[src/rtl/prle_pkg.sv]
package prle_pkg;

    // Longest run or literal group that one header may describe.
    localparam int MAX_GROUP = 32;

    // Width of the group counters, which must hold MAX_GROUP itself.
    localparam int CNT_W = $clog2(MAX_GROUP + 1);

    // Address width of the literal store.
    localparam int ADDR_W = (MAX_GROUP > 2) ? $clog2(MAX_GROUP) : 1;

    // Fixed codes of the PackBits format.
    localparam logic [7:0] END_MARKER = 8'd128;
    localparam logic [8:0] RUN_BASE   = 9'd257;

    // One input beat.
    typedef struct packed {
        logic [7:0] data_byte;
        logic       is_last;
    } t_in;

    // One output beat.
    typedef struct packed {
        logic [7:0] code_byte;
        logic       end_of_stream;
    } t_out;

    // Controller states.
    typedef enum logic [3:0] {
        ST_IDLE,
        ST_DECIDE,
        ST_RUN_HDR,
        ST_RUN_DATA,
        ST_LIT_HDR,
        ST_LIT_DATA,
        ST_UPDATE,
        ST_TAIL,
        ST_END_MARK
    } t_state;

    // Source of the next output byte.
    typedef enum logic [2:0] {
        SRC_LIT_HDR,
        SRC_LIT_DATA,
        SRC_RUN_HDR,
        SRC_RUN_DATA,
        SRC_END
    } t_src;

    // Commands from the controller to the datapath.
    typedef struct packed {
        logic in_load;
        logic load_prev;
        logic run_inc;
        logic push;
        logic lc_clear;
        logic idx_start;
        logic idx_step;
        logic emit;
        t_src src;
        logic clear_all;
    } t_cmd;

    // Status from the datapath to the controller.
    typedef struct packed {
        logic have_prev;
        logic eq;
        logic run_lt_max;
        logic run_is1;
        logic run_ge2;
        logic lc_zero;
        logic lc_near_full;
        logic lit_done;
        logic last;
        logic out_free;
    } t_sts;

endpackage

[src/rtl/packbits_run_length_encoder_unit.sv]
// PackBits run-length encoder.
// Input channel: i_valid / o_stall with one raw byte and its last flag per beat.
// Output channel: o_valid / i_stall with one coded byte per beat; end_of_stream
// is set only on the end marker 128 that closes each stream.
// A run of two or more equal bytes becomes the header 257 - length and the byte;
// other bytes are gathered into literal groups, coded as count - 1 and the bytes.
// Both kinds of group are capped at MAX_GROUP bytes.
// One byte is in work at a time. Each accepted byte passes through the decide
// and tail states before the next byte is taken; a literal flush emits its
// header and its bytes, and a run inside the stream emits its header and its
// byte and then takes up the new byte in an update state. The closing flush
// after the last byte emits its own bytes and then the end marker. The
// controller sequences the output one byte per cycle, while the receiver does
// not stall, through a single read port on the literal store.
// Every output byte leaves through the output register.
// Reset clears the encoder state and empties the output register; the literal
// store is not cleared, as only entries already written are read back.
// While the receiver stalls, the output register holds its beat and the
// controller waits, and o_stall stays high until the item is complete.
module packbits_run_length_encoder_unit (
    input  logic           i_clk,
    input  logic           i_rst_n,
    input  logic           i_valid,
    output logic           o_stall,
    input  prle_pkg::t_in  i_data,
    output logic           o_valid,
    input  logic           i_stall,
    output prle_pkg::t_out o_data
);

    prle_pkg::t_cmd cmd;
    prle_pkg::t_sts sts;

    // Sequencing of each byte's work.
    prle_ctrl u_ctrl (
        .i_clk   (i_clk),
        .i_rst_n (i_rst_n),
        .i_valid (i_valid),
        .o_stall (o_stall),
        .i_sts   (sts),
        .o_cmd   (cmd)
    );

    // Counters, literal store and output register.
    prle_dp u_dp (
        .i_clk   (i_clk),
        .i_rst_n (i_rst_n),
        .i_data  (i_data),
        .i_stall (i_stall),
        .i_cmd   (cmd),
        .o_sts   (sts),
        .o_valid (o_valid),
        .o_data  (o_data)
    );

endmodule

[src/rtl/prle_dp.sv]
module prle_dp (
    input  logic             i_clk,
    input  logic             i_rst_n,
    input  prle_pkg::t_in    i_data,
    input  logic             i_stall,
    input  prle_pkg::t_cmd   i_cmd,
    output prle_pkg::t_sts   o_sts,
    output logic             o_valid,
    output prle_pkg::t_out   o_data
);

    // Latched input beat.
    logic [7:0] r_b;
    logic       r_last;

    // Encoder state.
    logic [7:0]                  r_prev;
    logic                        r_have;
    logic [prle_pkg::CNT_W-1:0]  r_run;
    logic [prle_pkg::CNT_W-1:0]  r_lc;
    logic [prle_pkg::ADDR_W-1:0] r_idx;

    // Literal store with a registered read port.
    logic [7:0] r_mem [prle_pkg::MAX_GROUP];
    logic [7:0] r_rd_data;
    logic       rd_en;
    logic [prle_pkg::ADDR_W-1:0] rd_addr;

    // Output register.
    logic           r_o_valid;
    prle_pkg::t_out r_o_data;
    prle_pkg::t_out n_o_data;
    logic           out_free;

    // The output register can take a new byte when empty or being drained.
    assign out_free = !r_o_valid || !i_stall;

    // Input beat register.
    always_ff @(posedge i_clk) begin
        if (i_cmd.in_load) begin
            r_b    <= i_data.data_byte;
            r_last <= i_data.is_last;
        end
    end

    // Previous byte, run length and literal count.
    always_ff @(posedge i_clk) begin
        if (!i_rst_n || i_cmd.clear_all) begin
            r_prev <= '0;
            r_have <= 1'b0;
            r_run  <= '0;
            r_lc   <= '0;
        end else begin
            if (i_cmd.load_prev) begin
                r_prev <= r_b;
                r_have <= 1'b1;
                r_run  <= prle_pkg::CNT_W'(1);
            end else if (i_cmd.run_inc) begin
                r_run <= r_run + prle_pkg::CNT_W'(1);
            end
            if (i_cmd.push) begin
                r_lc <= r_lc + prle_pkg::CNT_W'(1);
            end else if (i_cmd.lc_clear) begin
                r_lc <= '0;
            end
        end
    end

    // Literal store write port.
    always_ff @(posedge i_clk) begin
        if (i_cmd.push) begin
            r_mem[r_lc[prle_pkg::ADDR_W-1:0]] <= r_prev;
        end
    end

    // Read pointer: the read one ahead of the byte being emitted.
    assign rd_en   = i_cmd.idx_start || i_cmd.idx_step;
    assign rd_addr = i_cmd.idx_start ? '0 : r_idx + prle_pkg::ADDR_W'(1);

    always_ff @(posedge i_clk) begin
        if (rd_en) begin
            r_rd_data <= r_mem[rd_addr];
        end
    end

    always_ff @(posedge i_clk) begin
        if (i_cmd.idx_start) begin
            r_idx <= '0;
        end else if (i_cmd.idx_step) begin
            r_idx <= r_idx + prle_pkg::ADDR_W'(1);
        end
    end

    // Output byte selection.
    always_comb begin
        n_o_data = '0;
        unique case (i_cmd.src)
            prle_pkg::SRC_LIT_HDR:  n_o_data.code_byte = 8'(r_lc - prle_pkg::CNT_W'(1));
            prle_pkg::SRC_LIT_DATA: n_o_data.code_byte = r_rd_data;
            prle_pkg::SRC_RUN_HDR:  n_o_data.code_byte =
                8'(prle_pkg::RUN_BASE - 9'(r_run));
            prle_pkg::SRC_RUN_DATA: n_o_data.code_byte = r_prev;
            prle_pkg::SRC_END: begin
                n_o_data.code_byte     = prle_pkg::END_MARKER;
                n_o_data.end_of_stream = 1'b1;
            end
            default:                n_o_data = '0;
        endcase
    end

    // Output register: holds its beat while the receiver stalls.
    always_ff @(posedge i_clk) begin
        if (!i_rst_n) begin
            r_o_valid <= 1'b0;
        end else if (i_cmd.emit && out_free) begin
            r_o_valid <= 1'b1;
        end else if (!i_stall) begin
            r_o_valid <= 1'b0;
        end
    end

    always_ff @(posedge i_clk) begin
        if (i_cmd.emit && out_free) begin
            r_o_data <= n_o_data;
        end
    end

    // Status towards the controller.
    always_comb begin
        o_sts.have_prev    = r_have;
        o_sts.eq           = (r_b == r_prev);
        o_sts.run_lt_max   = (r_run < prle_pkg::CNT_W'(prle_pkg::MAX_GROUP));
        o_sts.run_is1      = (r_run == prle_pkg::CNT_W'(1));
        o_sts.run_ge2      = (r_run >= prle_pkg::CNT_W'(2));
        o_sts.lc_zero      = (r_lc == '0);
        o_sts.lc_near_full = (r_lc == prle_pkg::CNT_W'(prle_pkg::MAX_GROUP - 1));
        o_sts.lit_done     = (prle_pkg::CNT_W'(r_idx) == r_lc - prle_pkg::CNT_W'(1));
        o_sts.last         = r_last;
        o_sts.out_free     = out_free;
    end

    assign o_valid = r_o_valid;
    assign o_data  = r_o_data;

endmodule

[src/rtl/prle_ctrl.sv]
module prle_ctrl (
    input  logic             i_clk,
    input  logic             i_rst_n,
    input  logic             i_valid,
    output logic             o_stall,
    input  prle_pkg::t_sts   i_sts,
    output prle_pkg::t_cmd   o_cmd
);

    prle_pkg::t_state r_state;
    prle_pkg::t_state n_state;
    logic             r_tail;

    // State register.
    always_ff @(posedge i_clk) begin
        if (!i_rst_n) begin
            r_state <= prle_pkg::ST_IDLE;
        end else begin
            r_state <= n_state;
        end
    end

    // The tail flag marks the closing flush after the last byte.
    always_ff @(posedge i_clk) begin
        if (!i_rst_n) begin
            r_tail <= 1'b0;
        end else if (r_state == prle_pkg::ST_TAIL && i_sts.last) begin
            r_tail <= 1'b1;
        end else if (r_state == prle_pkg::ST_END_MARK && i_sts.out_free) begin
            r_tail <= 1'b0;
        end
    end

    // Next state.
    always_comb begin
        n_state = r_state;
        unique case (r_state)
            prle_pkg::ST_IDLE: begin
                if (i_valid) n_state = prle_pkg::ST_DECIDE;
            end
            prle_pkg::ST_DECIDE: begin
                priority if (!i_sts.have_prev) begin
                    n_state = prle_pkg::ST_TAIL;
                end else if (i_sts.eq && i_sts.run_lt_max) begin
                    n_state = (i_sts.run_is1 && !i_sts.lc_zero) ?
                              prle_pkg::ST_LIT_HDR : prle_pkg::ST_TAIL;
                end else if (i_sts.run_ge2) begin
                    n_state = prle_pkg::ST_RUN_HDR;
                end else begin
                    n_state = i_sts.lc_near_full ? prle_pkg::ST_LIT_HDR : prle_pkg::ST_TAIL;
                end
            end
            prle_pkg::ST_RUN_HDR: begin
                if (i_sts.out_free) n_state = prle_pkg::ST_RUN_DATA;
            end
            prle_pkg::ST_RUN_DATA: begin
                if (i_sts.out_free) begin
                    n_state = r_tail ? prle_pkg::ST_END_MARK : prle_pkg::ST_UPDATE;
                end
            end
            prle_pkg::ST_LIT_HDR: begin
                if (i_sts.out_free) n_state = prle_pkg::ST_LIT_DATA;
            end
            prle_pkg::ST_LIT_DATA: begin
                if (i_sts.out_free && i_sts.lit_done) begin
                    n_state = r_tail ? prle_pkg::ST_END_MARK : prle_pkg::ST_TAIL;
                end
            end
            prle_pkg::ST_UPDATE: begin
                n_state = prle_pkg::ST_TAIL;
            end
            prle_pkg::ST_TAIL: begin
                priority if (!i_sts.last) begin
                    n_state = prle_pkg::ST_IDLE;
                end else if (i_sts.run_ge2) begin
                    n_state = prle_pkg::ST_RUN_HDR;
                end else begin
                    n_state = prle_pkg::ST_LIT_HDR;
                end
            end
            prle_pkg::ST_END_MARK: begin
                if (i_sts.out_free) n_state = prle_pkg::ST_IDLE;
            end
            default: n_state = prle_pkg::ST_IDLE;
        endcase
    end

    // Commands to the datapath.
    always_comb begin
        o_cmd     = '0;
        o_cmd.src = prle_pkg::SRC_LIT_HDR;
        unique case (r_state)
            prle_pkg::ST_IDLE: begin
                o_cmd.in_load = i_valid;
            end
            prle_pkg::ST_DECIDE: begin
                priority if (!i_sts.have_prev) begin
                    o_cmd.load_prev = 1'b1;
                end else if (i_sts.eq && i_sts.run_lt_max) begin
                    o_cmd.run_inc = 1'b1;
                end else if (!i_sts.run_ge2) begin
                    o_cmd.push      = 1'b1;
                    o_cmd.load_prev = 1'b1;
                end else begin
                    o_cmd.push = 1'b0;
                end
            end
            prle_pkg::ST_RUN_HDR: begin
                o_cmd.emit = 1'b1;
                o_cmd.src  = prle_pkg::SRC_RUN_HDR;
            end
            prle_pkg::ST_RUN_DATA: begin
                o_cmd.emit = 1'b1;
                o_cmd.src  = prle_pkg::SRC_RUN_DATA;
            end
            prle_pkg::ST_LIT_HDR: begin
                o_cmd.emit      = 1'b1;
                o_cmd.src       = prle_pkg::SRC_LIT_HDR;
                o_cmd.idx_start = i_sts.out_free;
            end
            prle_pkg::ST_LIT_DATA: begin
                o_cmd.emit     = 1'b1;
                o_cmd.src      = prle_pkg::SRC_LIT_DATA;
                o_cmd.idx_step = i_sts.out_free;
                o_cmd.lc_clear = i_sts.out_free && i_sts.lit_done;
            end
            prle_pkg::ST_UPDATE: begin
                o_cmd.load_prev = 1'b1;
            end
            prle_pkg::ST_TAIL: begin
                o_cmd.push = i_sts.last && !i_sts.run_ge2;
            end
            prle_pkg::ST_END_MARK: begin
                o_cmd.emit      = 1'b1;
                o_cmd.src       = prle_pkg::SRC_END;
                o_cmd.clear_all = i_sts.out_free;
            end
            default: o_cmd = '0;
        endcase
    end

    // Input beats are taken only while idle.
    assign o_stall = (r_state != prle_pkg::ST_IDLE);

endmodule

[config.mk]
export PLATFORM = sky130hd
export DESIGN_NAME = packbits_run_length_encoder_unit
export DESIGN_NICKNAME = d
export VERILOG_FILES = /design/src/rtl/prle_pkg.sv /design/src/rtl/packbits_run_length_encoder_unit.sv /design/src/rtl/prle_dp.sv /design/src/rtl/prle_ctrl.sv
export SDC_FILE = /design/constraint.sdc
export NUM_CORES = 1
export LEC_CHECK = 0
export ABC_AREA = 1
export BUFFER_PORTS_ARGS = -buffer_cell sky130_fd_sc_hd__buf_2
export CORE_MARGIN = 1
export CORE_UTILIZATION = 25
export CTS_CLUSTER_DIAMETER = 100
export DETAILED_ROUTE_END_ITERATION = 16
export PLACE_DENSITY_LB_ADDON = 0.12
export SYNTH_ARGS = -nofsm -noshare
export SYNTH_HDL_FRONTEND = slang
export SYNTH_SLANG_ARGS = --single-unit
[constraint.sdc]
create_clock -name i_clk -period 2.45 [get_ports i_clk]
set_clock_uncertainty 0.15 [all_clocks]
set_input_delay 0.3675 -clock i_clk [delete_from_list [all_inputs] [get_ports i_clk]]
set_output_delay 0.3675 -clock i_clk [all_outputs]
set_load 0.01 [all_outputs]
==> impl_results.md <==
- Vias: 9707
- Die H: 237.6 um
- Rel. slew slack: 62.65%
- Worst VDD drop: 0.8470 mV
- Distinct cell type count after synthesis: 35
- Worst skew pair latency: 0.56 ns
- CP arrival: 2.55 ns
- Final #Nets: 1485
- CTS tree: built
- Post-synth EDFFs: 282
- Synth async-reset ratio: 0%
- Seq cells post-synth: 314
- Worst min path class: input port to flip-flop
- Max incr delay on CP: 0.32 ns
- Crit path required time: 2.61 ns
- Root buf cell: clkbuf_16
- Worst Path Class, Setup: flip-flop to flip-flop
- Leakage power: 6.752 nW
- Post-synthesis sequential area ratio: 65.66%
- First-pass GRT wire length: 61240 um
- Post-synth top flop: edfxtp_1
- Cts bufs inserted: 37
- Gpl congestion: 0.8086
- Synth-to-layout area growth: 25.05%
- Least-Margin Pin Slew: 0.5602 ns
- HPWL Detailed: 26160 um
- Worst setup EP type: flip-flop
- Share of cells above drive strength 1: 16.97%
- Routed WL: 41650 um
- Initial antenna violation count: 1
- Inserted Diodes: 0
- Fmax: 418.4 MHz
- Post-DR wirelength/cell: 18.68 um
- Largest net degree at the start of global routing: 66
- Post-Place Worst Slack: -0.07260 ns
- Die width: 237.6 um
- # DRC: 0
- Nature of the critical path startpoint: flip-flop
- Crit share post-route: 97.55%
- Clk sinks: 314
- Starting DRC count in detailed routing: 672
- RSZ-0062 raised after global routing: true
- Reg clk slew, reported paths: 0.06 ns
- Min Tclk post-route: 2.390 ns
- Final max-slew violation count: 0
- Mean Syn Cell Area: 10.59 um^2
- Pwr per Cell Area: 1324 nW/um^2
- Fin worst setup slack: 0.05991 ns
- Post-route cell area: 17350 um^2
- Final hold violations: 0
- Vias in the first global route: 9543
- Reg2reg path depth: 13
- # rows: 85
- Io pins: 24
- Post-synthesis cell count: 1310
- Synth Warn #: 0
- Critical path, cell by cell: inv_2 -> nor2_4 -> buf_6 -> nand3_4 -> nand2_8 -> clkbuf_16 -> clkbuf_16 -> o211ai_1 -> nand3_1 -> nand3_1 -> nand2_1 -> nand2_1 -> nand2_1
- Status: finished clean
- Worst path slowest cell: dfxtp_1
- Hold depth: 6
- Worst-path maximum fanout: 15
- Syn Nets: 1333
- TritonRoute pass-1 iters: 5
- Port Buf Inserts: 23
- CTS Buffer Depth: 3
- Cell count along the critical path: 13
- Core Area: 54350 um^2
- Synthesized area: 13870 um^2
- Drt via density: 4.353
- Final Non-Filler Cells: 2230
- Cell Count Post-Placement: 2139
- Area after DPL: 15700 um^2
- Most frequent CP cell: nand2_1
- Final setup violation count: 0
- Setup TNS Final: 0 ns
- Max-Cap Viols: 0
- H-tree levels: 2
- Gr ovfl total: 0
- Initial core utilization: 25.53%
- GRT Util Overall: 14.60%
- Worst path top cell family by delay: simple AND/OR/NAND/NOR gates
- Worst Path Buf+Inv: 4
- Final ANT Viol Nets: 0
- Die footprint: 56440 um^2
==> cells by family (layout without fill, tap and decap cells) <==
logic type	Yosys count	count (layout)	synth area share [%]
AOI/OAI and AO/OA	176	176	8.667
xor gates and xnor gates	10	10	0.6314
adders and majority gates	10	10	0.9019
buffers and inverters	262	443	7.630
DFF	314	314	65.66
and+or+nand+nor	538	538	16.51
==> state kept, by name (all words and copies together), names as in the netlist <==
register and cells:
u_dp.r_idx 5, u_ctrl.r_state 4, u_dp.r_rd_data 8, u_dp.r_mem 256, u_dp.r_have 1, u_dp.r_last 1
u_dp.o_data 9, u_dp.r_lc 6, u_dp.r_run 6, u_dp.o_valid 1, u_ctrl.r_tail 1, u_dp.r_b 8
u_dp.r_prev 8
==> synth_stat cells, types with 2 or more instances <==
master | number | share of area [%]
a21oi_1 | 19 | 0.69
a22oi_1 | 4 | 0.22
buf_2 | 36 | 1.3
buf_4 | 6 | 0.32
clkbuf_1 | 9 | 0.24
dfxtp_1 | 32 | 4.6
edfxtp_1 | 282 | 61
ha_1 | 10 | 0.90
inv_1 | 204 | 5.5
inv_2 | 4 | 0.11
nand2_1 | 289 | 7.8
nand2_2 | 3 | 0.14
nand3_1 | 145 | 5.2
nand4_1 | 5 | 0.23
nor2_1 | 76 | 2.1
nor2_4 | 2 | 0.16
nor3_1 | 8 | 0.29
o2111ai_1 | 5 | 0.32
o211ai_1 | 112 | 6.1
o21ai_0 | 23 | 0.83
o21ai_1 | 8 | 0.29
o22ai_1 | 3 | 0.14
or2_2 | 5 | 0.23
xor2_1 | 9 | 0.57
==> repair_timing <==
| action | CTS | global route |
|---|---|---|
| hold buffers | 10 | 0 |
| buffers inserted | 0 | 5 |
| pin swaps | 0 | 9 |
| gates resized for setup | 7 | 28 |
| cloned | 0 | 8 |
| setup endpoints to repair | 43 | 231 |
| hold endpoints to repair | 12 | 0 |
==> final timing paths <==
check / startpoint / to / slack [ns]
worst max register to register: u_ctrl.r_state[2] / u_dp.r_rd_data[0] / 0.06
worst max-delay path: u_ctrl.r_state[2] / u_dp.r_rd_data[0] / 0.06
worst min register to register: u_ctrl.r_state[2] / u_ctrl.r_state[2] / 0.33
worst min-delay path: i_valid / u_ctrl.r_state[2] / 0.22
==> layout make-up <==
class	instances	area [um^2]
clock buffers	46	959.7
clock inverters	22	206.4
fillers	5541	37000
inverters	209	790.8
multi-input cells	734	3782
flip-flops and latches	314	9119
well taps	739	924.6
repair buffers	166	1565
==> layout by cell type (no fill, tap or decap), types with 6 or more instances in the layout <==
cell             n
clkinv_1         8
buf_2           23
clkinv_2         6
dlygate4sd3_1   10
o21ai_0         22
dfxtp_1         24
dfxtp_2          8
nor3_1           7
edfxtp_1       282
nor2_2          10
nand3_1        137
buf_12          10
o211ai_1       112
nor2_1          67
clkbuf_1         9
inv_1          203
ha_1            10
nand3_2          9
a21oi_1         19
clkbuf_16       45
buf_4          106
nand2_1        289
xor2_1           9
o21ai_1          9
==> worst register-to-register path, cell delays in order, from the launching register on <==
cell and delay (ns):
dfxtp_1 0.32, inv_2 0.09, nor2_4 0.05, buf_6 0.13, nand3_4 0.10, nand2_8 0.11
clkbuf_16 0.20, clkbuf_16 0.18, o211ai_1 0.32, nand3_1 0.13, nand3_1 0.14, nand2_1 0.12
nand2_1 0.09, nand2_1 0.04
==> stage by stage <==
stage	utilization, %	hold slack, ns	total power [mW]
after CTS	31.25	0.1859	22.29
final	31.92	0.2219	22.97
after floorplan	-	0.3031	12.60
after detailed placement	28.89	0.3178	16.76
after global placement	28.89	0.3210	16.86
after global routing	31.92	0.2367	24.36
==> metal layers <==
metal	up-vias	wire, um	GRT usage [%]
li1	4811	-	-
met1	4704	20030	20.26
met2	147	19560	23.64
met3	45	1408	2.450
met4	0	652	3.519
met5	-	0	0
==> where the power goes <==
| group | switching (mW) | internal [mW] |
|---|---|---|
| clock | 2.27 | 3.13 |
| sequential | 0.198 | 6.86 |
| combinational | 6.86 | 3.65 |
No activity file was read; power rests on OpenSTA's default activity.
